$ cat config.mk
export PLATFORM = sky130hd
export DESIGN_NAME = prefixed_integer_literal_parser
export DESIGN_NICKNAME = d
export VERILOG_FILES = /design/src/hw/rtl/pilp_pkg.sv /design/src/hw/rtl/pilp_step.sv /design/src/hw/rtl/prefixed_integer_literal_parser.sv
export SDC_FILE = /design/constraint.sdc
export NUM_CORES = 1
export LEC_CHECK = 0
export ABC_AREA = 1
export BUFFER_PORTS_ARGS = -buffer_cell sky130_fd_sc_hd__buf_2
export CORE_MARGIN = 2
export CORE_UTILIZATION = 40
export DETAILED_ROUTE_END_ITERATION = 12
export PLACE_DENSITY = 0.64
export SLEW_MARGIN = 20
export SYNTH_ARGS = -nofsm -noshare
export SYNTH_HDL_FRONTEND = slang
export SYNTH_SLANG_ARGS = --single-unit
$ cat constraint.sdc
create_clock -name clk -period 7.81 [get_ports clk]
set_input_delay 0 -clock clk [delete_from_list [all_inputs] [get_ports clk]]
set_output_delay 0 -clock clk [all_outputs]
set_load 0.01 [all_outputs]
$ cat src/hw/rtl/pilp_pkg.sv
// Shared types, character codes and digit helpers for the integer literal parser.
// No dependencies.
package pilp_pkg;

  typedef enum logic [2:0] {
    PH_FIRST,
    PH_AFTER_SIGN,
    PH_AFTER_ZERO,
    PH_DIGITS,
    PH_ENDED
  } phase_t;

  typedef enum logic [1:0] {
    BASE_DEC,
    BASE_OCT,
    BASE_HEX,
    BASE_BIN
  } base_t;

  // Parser control state, passed between the top level and the step logic
  typedef struct packed {
    phase_t phase;
    logic   negative;
    base_t  base;
  } ctrl_t;

  localparam logic [7:0] CH_MINUS   = 8'h2d;
  localparam logic [7:0] CH_ZERO    = 8'h30;
  localparam logic [7:0] CH_NINE    = 8'h39;
  localparam logic [7:0] CH_UPPER_A = 8'h41;
  localparam logic [7:0] CH_UPPER_Z = 8'h5a;
  localparam logic [7:0] CH_UPPER_B = 8'h42;
  localparam logic [7:0] CH_UPPER_X = 8'h58;
  localparam logic [7:0] CH_LOWER_A = 8'h61;
  localparam logic [7:0] CH_LOWER_Z = 8'h7a;
  localparam logic [7:0] CASE_GAP   = 8'h20;
  localparam logic [7:0] NOT_DIGIT  = 8'hff;
  localparam logic [7:0] LETTER_OFS = 8'd10;

  localparam ctrl_t CTRL_RESET = '{phase: PH_FIRST, negative: 1'b0, base: BASE_DEC};

  function automatic logic [7:0] upper_of(input logic [7:0] c);
    upper_of = (c >= CH_LOWER_A && c <= CH_LOWER_Z) ? c - CASE_GAP : c;
  endfunction

  // Digit value for bases up to 36, NOT_DIGIT otherwise
  function automatic logic [7:0] digit_of(input logic [7:0] c);
    logic [7:0] u;
    u = upper_of(c);
    if (c >= CH_ZERO && c <= CH_NINE) begin
      digit_of = c - CH_ZERO;
    end else if (u >= CH_UPPER_A && u <= CH_UPPER_Z) begin
      digit_of = u - CH_UPPER_A + LETTER_OFS;
    end else begin
      digit_of = NOT_DIGIT;
    end
  endfunction

  function automatic logic [4:0] radix_of(input base_t b);
    case (b)
      BASE_DEC: radix_of = 5'd10;
      BASE_OCT: radix_of = 5'd8;
      BASE_HEX: radix_of = 5'd16;
      default:  radix_of = 5'd2;
    endcase
  endfunction

endpackage

$ cat src/hw/rtl/pilp_step.sv
// Next-state logic of the literal parser for one character.
// Depends on pilp_pkg.
module pilp_step #(
  parameter int VALUE_WIDTH = 32
) (
  input  pilp_pkg::ctrl_t         st,
  input  logic [VALUE_WIDTH-1:0]  acc,
  input  logic [7:0]              ch,
  input  logic                    start_req,
  output pilp_pkg::ctrl_t         st_next,
  output logic [VALUE_WIDTH-1:0]  acc_next
);
  import pilp_pkg::*;

  ctrl_t                  cur;
  logic [VALUE_WIDTH-1:0] cur_acc;
  logic [VALUE_WIDTH-1:0] scaled;
  logic [7:0]             dig;
  logic [7:0]             up;
  logic                   do_take;
  logic                   first_char;

  assign cur     = start_req ? CTRL_RESET : st;
  assign cur_acc = start_req ? '0 : acc;
  assign dig     = digit_of(ch);
  assign up      = upper_of(ch);

  always_comb begin
    st_next    = cur;
    acc_next   = cur_acc;
    do_take    = 1'b0;
    first_char = 1'b0;
    scaled     = '0;

    unique case (cur.phase)
      PH_FIRST: begin
        if (ch == CH_MINUS) begin
          st_next.negative = 1'b1;
          st_next.phase    = PH_AFTER_SIGN;
        end else begin
          first_char = 1'b1;
        end
      end
      PH_AFTER_SIGN: first_char = 1'b1;
      PH_AFTER_ZERO: begin
        st_next.phase = PH_DIGITS;
        if (up == CH_UPPER_X) begin
          st_next.base = BASE_HEX;
        end else if (up == CH_UPPER_B) begin
          st_next.base = BASE_BIN;
        end else begin
          do_take = 1'b1;
        end
      end
      PH_DIGITS: do_take = 1'b1;
      default:   st_next.phase = PH_ENDED;
    endcase

    if (first_char) begin
      if (ch == CH_ZERO) begin
        st_next.base  = BASE_OCT;
        st_next.phase = PH_AFTER_ZERO;
      end else begin
        st_next.base  = BASE_DEC;
        st_next.phase = PH_DIGITS;
        do_take       = 1'b1;
      end
    end

    // acc * radix as shifts; the radix is always a small constant
    case (st_next.base)
      BASE_DEC: scaled = (cur_acc << 3) + (cur_acc << 1);
      BASE_OCT: scaled = cur_acc << 3;
      BASE_HEX: scaled = cur_acc << 4;
      default:  scaled = cur_acc << 1;
    endcase

    if (do_take) begin
      if (dig < {3'b000, radix_of(st_next.base)}) begin
        acc_next = scaled + VALUE_WIDTH'(dig);
      end else begin
        st_next.phase = PH_ENDED;
      end
    end
  end

endmodule

$ cat src/hw/rtl/prefixed_integer_literal_parser.sv
// Top level of the prefixed integer literal parser: state and result registers.
// Depends on pilp_pkg and pilp_step.
//
// Usage:
//   One character byte enters per item on the input channel (ch, start_req
//   with in_valid/in_ready); start_req high makes that character begin a new
//   literal. Each item gives exactly one result item on the output channel
//   (value, ended, base_code with out_valid/out_ready).
//   Latency: the result is presented the cycle after the item is accepted.
//   Throughput: one item per cycle unless the output stalls. The parser
//   state update is a shift-and-add of the accumulator by the base, done in
//   the accepting cycle, so successive characters never wait on each other.
//   The output register holds a result until taken; in_ready stays high
//   while it is empty or being taken in the same cycle, so a stalled receiver
//   stops input only once the register is full.
//   Reset clears the parser to expect a sign or first character, decimal
//   base, zero accumulator, and empties the output register.
//   VALUE_WIDTH sets the accumulator width; value is the signed result
//   sign-extended or truncated to 32 bits.
module prefixed_integer_literal_parser #(
  parameter int VALUE_WIDTH = 32
) (
  input  logic               clk,
  input  logic               rst,
  input  logic               in_valid,
  output logic               in_ready,
  input  logic [7:0]         ch,
  input  logic               start_req,
  output logic               out_valid,
  input  logic               out_ready,
  output logic signed [31:0] value,
  output logic               ended,
  output logic [1:0]         base_code
);
  import pilp_pkg::*;

  ctrl_t                         st;
  ctrl_t                         st_next;
  logic [VALUE_WIDTH-1:0]        acc;
  logic [VALUE_WIDTH-1:0]        acc_next;
  logic signed [VALUE_WIDTH-1:0] signed_next;
  logic                          accept;

  assign in_ready = !out_valid || out_ready;
  assign accept   = in_valid && in_ready;

  pilp_step #(
    .VALUE_WIDTH(VALUE_WIDTH)
  ) u_step (
    .st       (st),
    .acc      (acc),
    .ch       (ch),
    .start_req(start_req),
    .st_next  (st_next),
    .acc_next (acc_next)
  );

  assign signed_next = st_next.negative ? $signed(-acc_next) : $signed(acc_next);

  always_ff @(posedge clk) begin
    if (rst) begin
      st        <= CTRL_RESET;
      acc       <= '0;
      out_valid <= 1'b0;
    end else begin
      if (accept) begin
        st  <= st_next;
        acc <= acc_next;
      end
      if (accept) begin
        out_valid <= 1'b1;
      end else if (out_ready) begin
        out_valid <= 1'b0;
      end
    end
  end

  always_ff @(posedge clk) begin
    if (accept) begin
      value     <= 32'(signed_next);
      ended     <= (st_next.phase == PH_ENDED);
      base_code <= st_next.base;
    end
  end

endmodule

# After elaboration in Yosys (flattened, before gate mapping)
# Index checks and enable logic that the tools add are counted.
dict set report totals {
  memories 0
  latchBits 0
  romBits 0
  output_inout_bits 37
  in_bits 13
  reg_bits 74
  ram_bits 0
  wordCells 74
}
dict set report classes {
  eq_ne 10
  add_sub_neg 7
  mul 0
  reduce_logical 10
  n_div 0
  n_mux 32
  shift 0
  n_bitwise 0
  n_lt_le_gt_ge 7
}
# operator n
set ops {}
lappend ops {{$mux 32} 4}
lappend ops {{$pmux 32 s3} 1}
lappend ops {{$add 32x32->32} 1}
lappend ops {{$add 32x8->32} 1}
lappend ops {{$neg 32->32} 1}
lappend ops {{$mux 8} 3}
lappend ops {{$eq 8x6->1 const B} 2}
lappend ops {{$eq 8x7->1 const B} 2}
lappend ops {{$ge 8x7->1 const B} 2}
lappend ops {{$le 8x7->1 const B} 2}
lappend ops {{$sub 8x6->8 const B} 2}
lappend ops {{$pmux 5 s3} 1}
lappend ops {{$mux 1} 10}
lappend ops {{$mux 3} 3}
lappend ops {{$pmux 3 s3} 1}
lappend ops {{$add 8x4->8 const B} 1}
lappend ops {{$ge 8x6->1 const B} 1}
lappend ops {{$le 8x6->1 const B} 1}
lappend ops {{$lt 8x5->1} 1}
lappend ops {{$mux 2} 4}
lappend ops {{$sub 8x7->8 const B} 1}
lappend ops {{$eq 3x2->1 const B} 2}
lappend ops {{$mux 6} 1}
lappend ops {{$mux 5} 1}
lappend ops {{13 further kinds} 17}

# Logic depth before layout (Yosys ltp)
dict set report logic_depth {
  word_depth 16
  mapped_depth 50
  ltp_nobuf 47
}

# Cells and area by module
# Synthesis repeated with hierarchy kept, for this count alone.
dict set report unflattened {
  cells_unflattened 1521
  area_unflattened_um2 8821.0
}
# mod cells_each instances area_each_um2 seq_area_each_um2
set by_module_without_submodules {}
lappend by_module_without_submodules {pilp_step 1108 1 5340.1 0.0}
lappend by_module_without_submodules {prefixed_integer_literal_parser 413 1 3480.8 1831.8}

# Worst setup path after synthesis
# No wires, ideal clock.
dict set report synth_timing {
  path_kind {input-to-reg}
  start {input port ch[0]}
  end {register value[25], data pin}
  cell_stages 47
  arrival_ps 5148
  required_time_ps 7558
  path_slack_ps 2410
  cell_sequence {inv_1 > ha_1 > inv_1 > nor2_1 > nand2_2 > nand2_2 > nand2_2 > nand3_2 > nand2_2 > nor2_4 > inv_2 > nor3_2 > nand4_1 > nand2_1 > a21oi_1 > inv_1 > ha_1 > clkbuf_1 > (+11 left out) > nand2_1 > nand3_1 > nor2_1 > nand4_1 > nor2_2 > nand4_1 > nand2_1 > nand2_1 > nand2_1 > nand2_1 > nor2_1 > nand2_1 > nor2_1 > nand2_1 > nand2_1 > nand2_1 > nand2_1 > nand2_1}
}
# element line_no
set synth_rtl {}
lappend synth_rtl {{from (decl)} prefixed_integer_literal_parser.sv:27} ;# input logic [7:0] ch,
lappend synth_rtl {{to (signal assigned)} prefixed_integer_literal_parser.sv:80} ;# value <= 32'(signed_next);
lappend synth_rtl {{to (decl)} prefixed_integer_literal_parser.sv:31} ;# output logic signed [31:0] value,

==> metrics.cfg <==
[sta]
maxSlewViolCount=0
timing.fmax_mhz=153.4
setup_viol=0
fin_setup_tns_ps=0
hold_violations=0
finalCritPeriodShare_pct=83.46
rsz0062_at_grt=no
relSlewSlack_pct=33.29
worst_pin_slew_ps=1001
period_needed_ps=6518
skew_ps=9.182

[min_path]
hold_start=rst
min_delay_path_depth=2
hp-class=in -> reg
holdPathEnd=out_valid

[worst_setup_path]
rr_endpoint=value[24]
cp-start-kind=flip-flop
regToRegStartpoint=st[5]
crit_family=simple AND/OR/NAND/NOR gates
critPathBufInv=7
crit_top_cell=nand2_1
rr_worst_depth=33
cp.required_ps=7900
crit_type=reg -> reg
cp-end-kind=flip-flop
crit_arrival_ps=6610
slowest_stage=inv_1
slowest_delay_ps=480
worstPathMaxFanout=34
reg2reg_slack_ps=1290

[placed_design]
routabilityCongestion=0.9948
place_hpwl_um=22300
port-buffer-count=49
dp_cells=1899

[logic_synthesis]
synth.yosys.seq_area_share_pct=19.88
synth_area_um2=9215
synthCells=1601
ys_types=48
synth-seq-cells=74
yosysWarnings=0
syn-num-nets=1668
synthTopCellsByArea=nand2_1 20%, inv_1 12%, edfxtp_1 11%, dfxtp_1 8.5%, ha_1 7.1%
synth_area_per_cell_um2=5.756
synth_top_area_share_pct=19.71
yosys.area.top_type=nand2_1

[route]
wl_per_cell_um=14.52
routed-wl-met3_um=1285
vias_per_cell=5.201
initialDrtViolationCount=785
drtAntennaViolNets=0
routed-wl-met2_um=13060
met1_length_um=12800
drtPass1Iterations=5
wl_um=27830
drc_errors=0
top_layer=met4
detailroute.via_count=9966

[die]
start_util_pct=40.70
placementRows=55
die_w_um=155.8
ioPinCount=50
dieArea_um2=24270
core_um2=22640
die_y_um=155.8

[clock_tree]
cts.clk_slew.worst_paths_ps=60
cts-root-buf=clkbuf_16
clk_path_buf_depth=2
ctsResizeCount=0
htreeDepth=3
cts_tree=yes
clk_latency_ps=340
cts_buffers=9
clock_sinks=74

[final_layout]
drive_gt1_share_pct=8.768
area_growth_syn_to_layout_pct=8.636
final_cells=1916
antenna_cells=0
n_fill_cell=2434
layout.nets=1693

[power_and_ir_drop]
ir_drop_v=0.0001068
power_density_nw_per_um2=135.7
p_leak_nw=5.578

[grt]
antenna_found_initial=0
grt_first_pass_wirelength_um=45490
grt_pass1_vias=9333
grt.overflow.total=0
grt_usage_pct=23.10
grt_max_degree=65

[flow_run]
maxCapViolations=0

[status]
status=finished, final reports clean

-- through the flow --
stage	area, µm²	power, W	hold WS [ps]	worst slack, ps	util [%]
after global placement	9661	0.0008930	300.4	1065	42.67
after CTS	10010	0.001359	146.3	1303	44.21
after global routing	10010	0.001437	172.0	623.6	44.22
after floorplan	9215	0.0007762	126.8	2410	-
final	10010	0.001358	149.0	1292	44.22
after detailed placement	9661	0.0008947	325.8	1052	42.67
-- final cells by class --
type | count | area, µm² | share of cell area [%]
Inverter | 306 | 1149 | 11.47
Clock inverter | 6 | 87.58 | 0.8749
Multi-Input combinational cell | 1180 | 6043 | 60.37
Tap cell | 285 | 356.6 | 3.562
Timing Repair Buffer | 55 | 292.8 | 2.925
Sequential cell | 74 | 1832 | 18.30
Clock buffer | 10 | 250.2 | 2.500
-- layer usage --
layer  track usage (%)  up-vias
met5                 0        -
met4             6.990        0
met3             2.389       53
met2             39.95      297
met1             30.41     4496
li1                  -     5120
-- Yosys cell counts (all sizes together) --
cell type / number
dfxtp: 39
o21a: 1
a221oi: 23
nor4: 2
or2: 3
o221ai: 1
buf: 17
o311a: 1
clkinv: 1
nand3: 118
clkbuf: 24
nor3: 11
nand3b: 8
and2: 3
a31oi: 3
inv: 305
fa: 2
o22ai: 3
a21oi: 88
o211ai: 3
a22oi: 4
o21ai: 81
nand2: 508
nor2: 192
xor2: 32
a2bb2oi: 1
ha: 52
xnor2: 4
nand4: 33
edfxtp: 35
o21bai: 1
a211oi: 1
o2111ai: 1
-- cells by family after synthesis --
group           share of synthesized area, %
buf+inv                                14.64
flops                                  19.88
xor+xnor                               3.422
fa+ha+maj                              7.495
simple gates                           41.06
compound gates                         13.51
-- power by group --
group / internal, W / leakage, nW / switching (W)
logic: 0.000136 / 4.74 / 0.000309
registers: 0.000441 / 0.675 / 0.00000845
clock network: 0.000299 / 0.168 / 0.000165
total: 0.000876 / 5.58 / 0.000482
-- worst max path at each step --
| stage | end | cells after the start | from |
|---|---|---|---|
| 2_1_floorplan | value[25] | 47 | ch[0] |
| 3_3_place_gp | value[20] | 40 | ch[1] |
| 3_5_place_dp | value[25] | 45 | ch[0] |
| 4_1_cts | value[24] | 34 | st[5] |
| 5_1_grt | value[25] | 46 | ch[0] |
| 6_report | value[24] | 33 | st[5] |
-- cell usage in the layout, fill, tap and decap left out, types with 14 or more instances in the layout --
cell type  synthesis  routed
nand2_1          484     484
inv_1            299     298
nor2_1           171     171
nand3_1          116     116
a21oi_1           88      88
o21ai_0           61      61
ha_1              52      51
buf_2              7      49
dfxtp_1           39      39
edfxtp_1          35      35
nand4_1           33      33
xor2_1            32      32
a221oi_1          23      23
nand2_2           21      21
nor2_2            14      14
-- worst register-to-register path: cells and delay by family, from the launching register on --
family	cells	cell delay (ps)
compound gates	5	1550
xor+xnor	1	140
fa+ha+maj	2	570
buf+inv	7	1330
flops	1	300
simple gates	18	2380
-- what timing repair did --
action                    in CTS  in global routing
hold buffers                   1                  0
setup buffers                  0                  0
hold endpoints to repair       1                  0
-- sequential cells by signal, summed over array words and instances (netlist names) --
| signal | count |
|---|---|
| acc | 32 |
| st | 6 |
| out_valid | 1 |
| base_code | 2 |
| ended | 1 |
| value | 32 |
(Power assumes the default switching activity.)
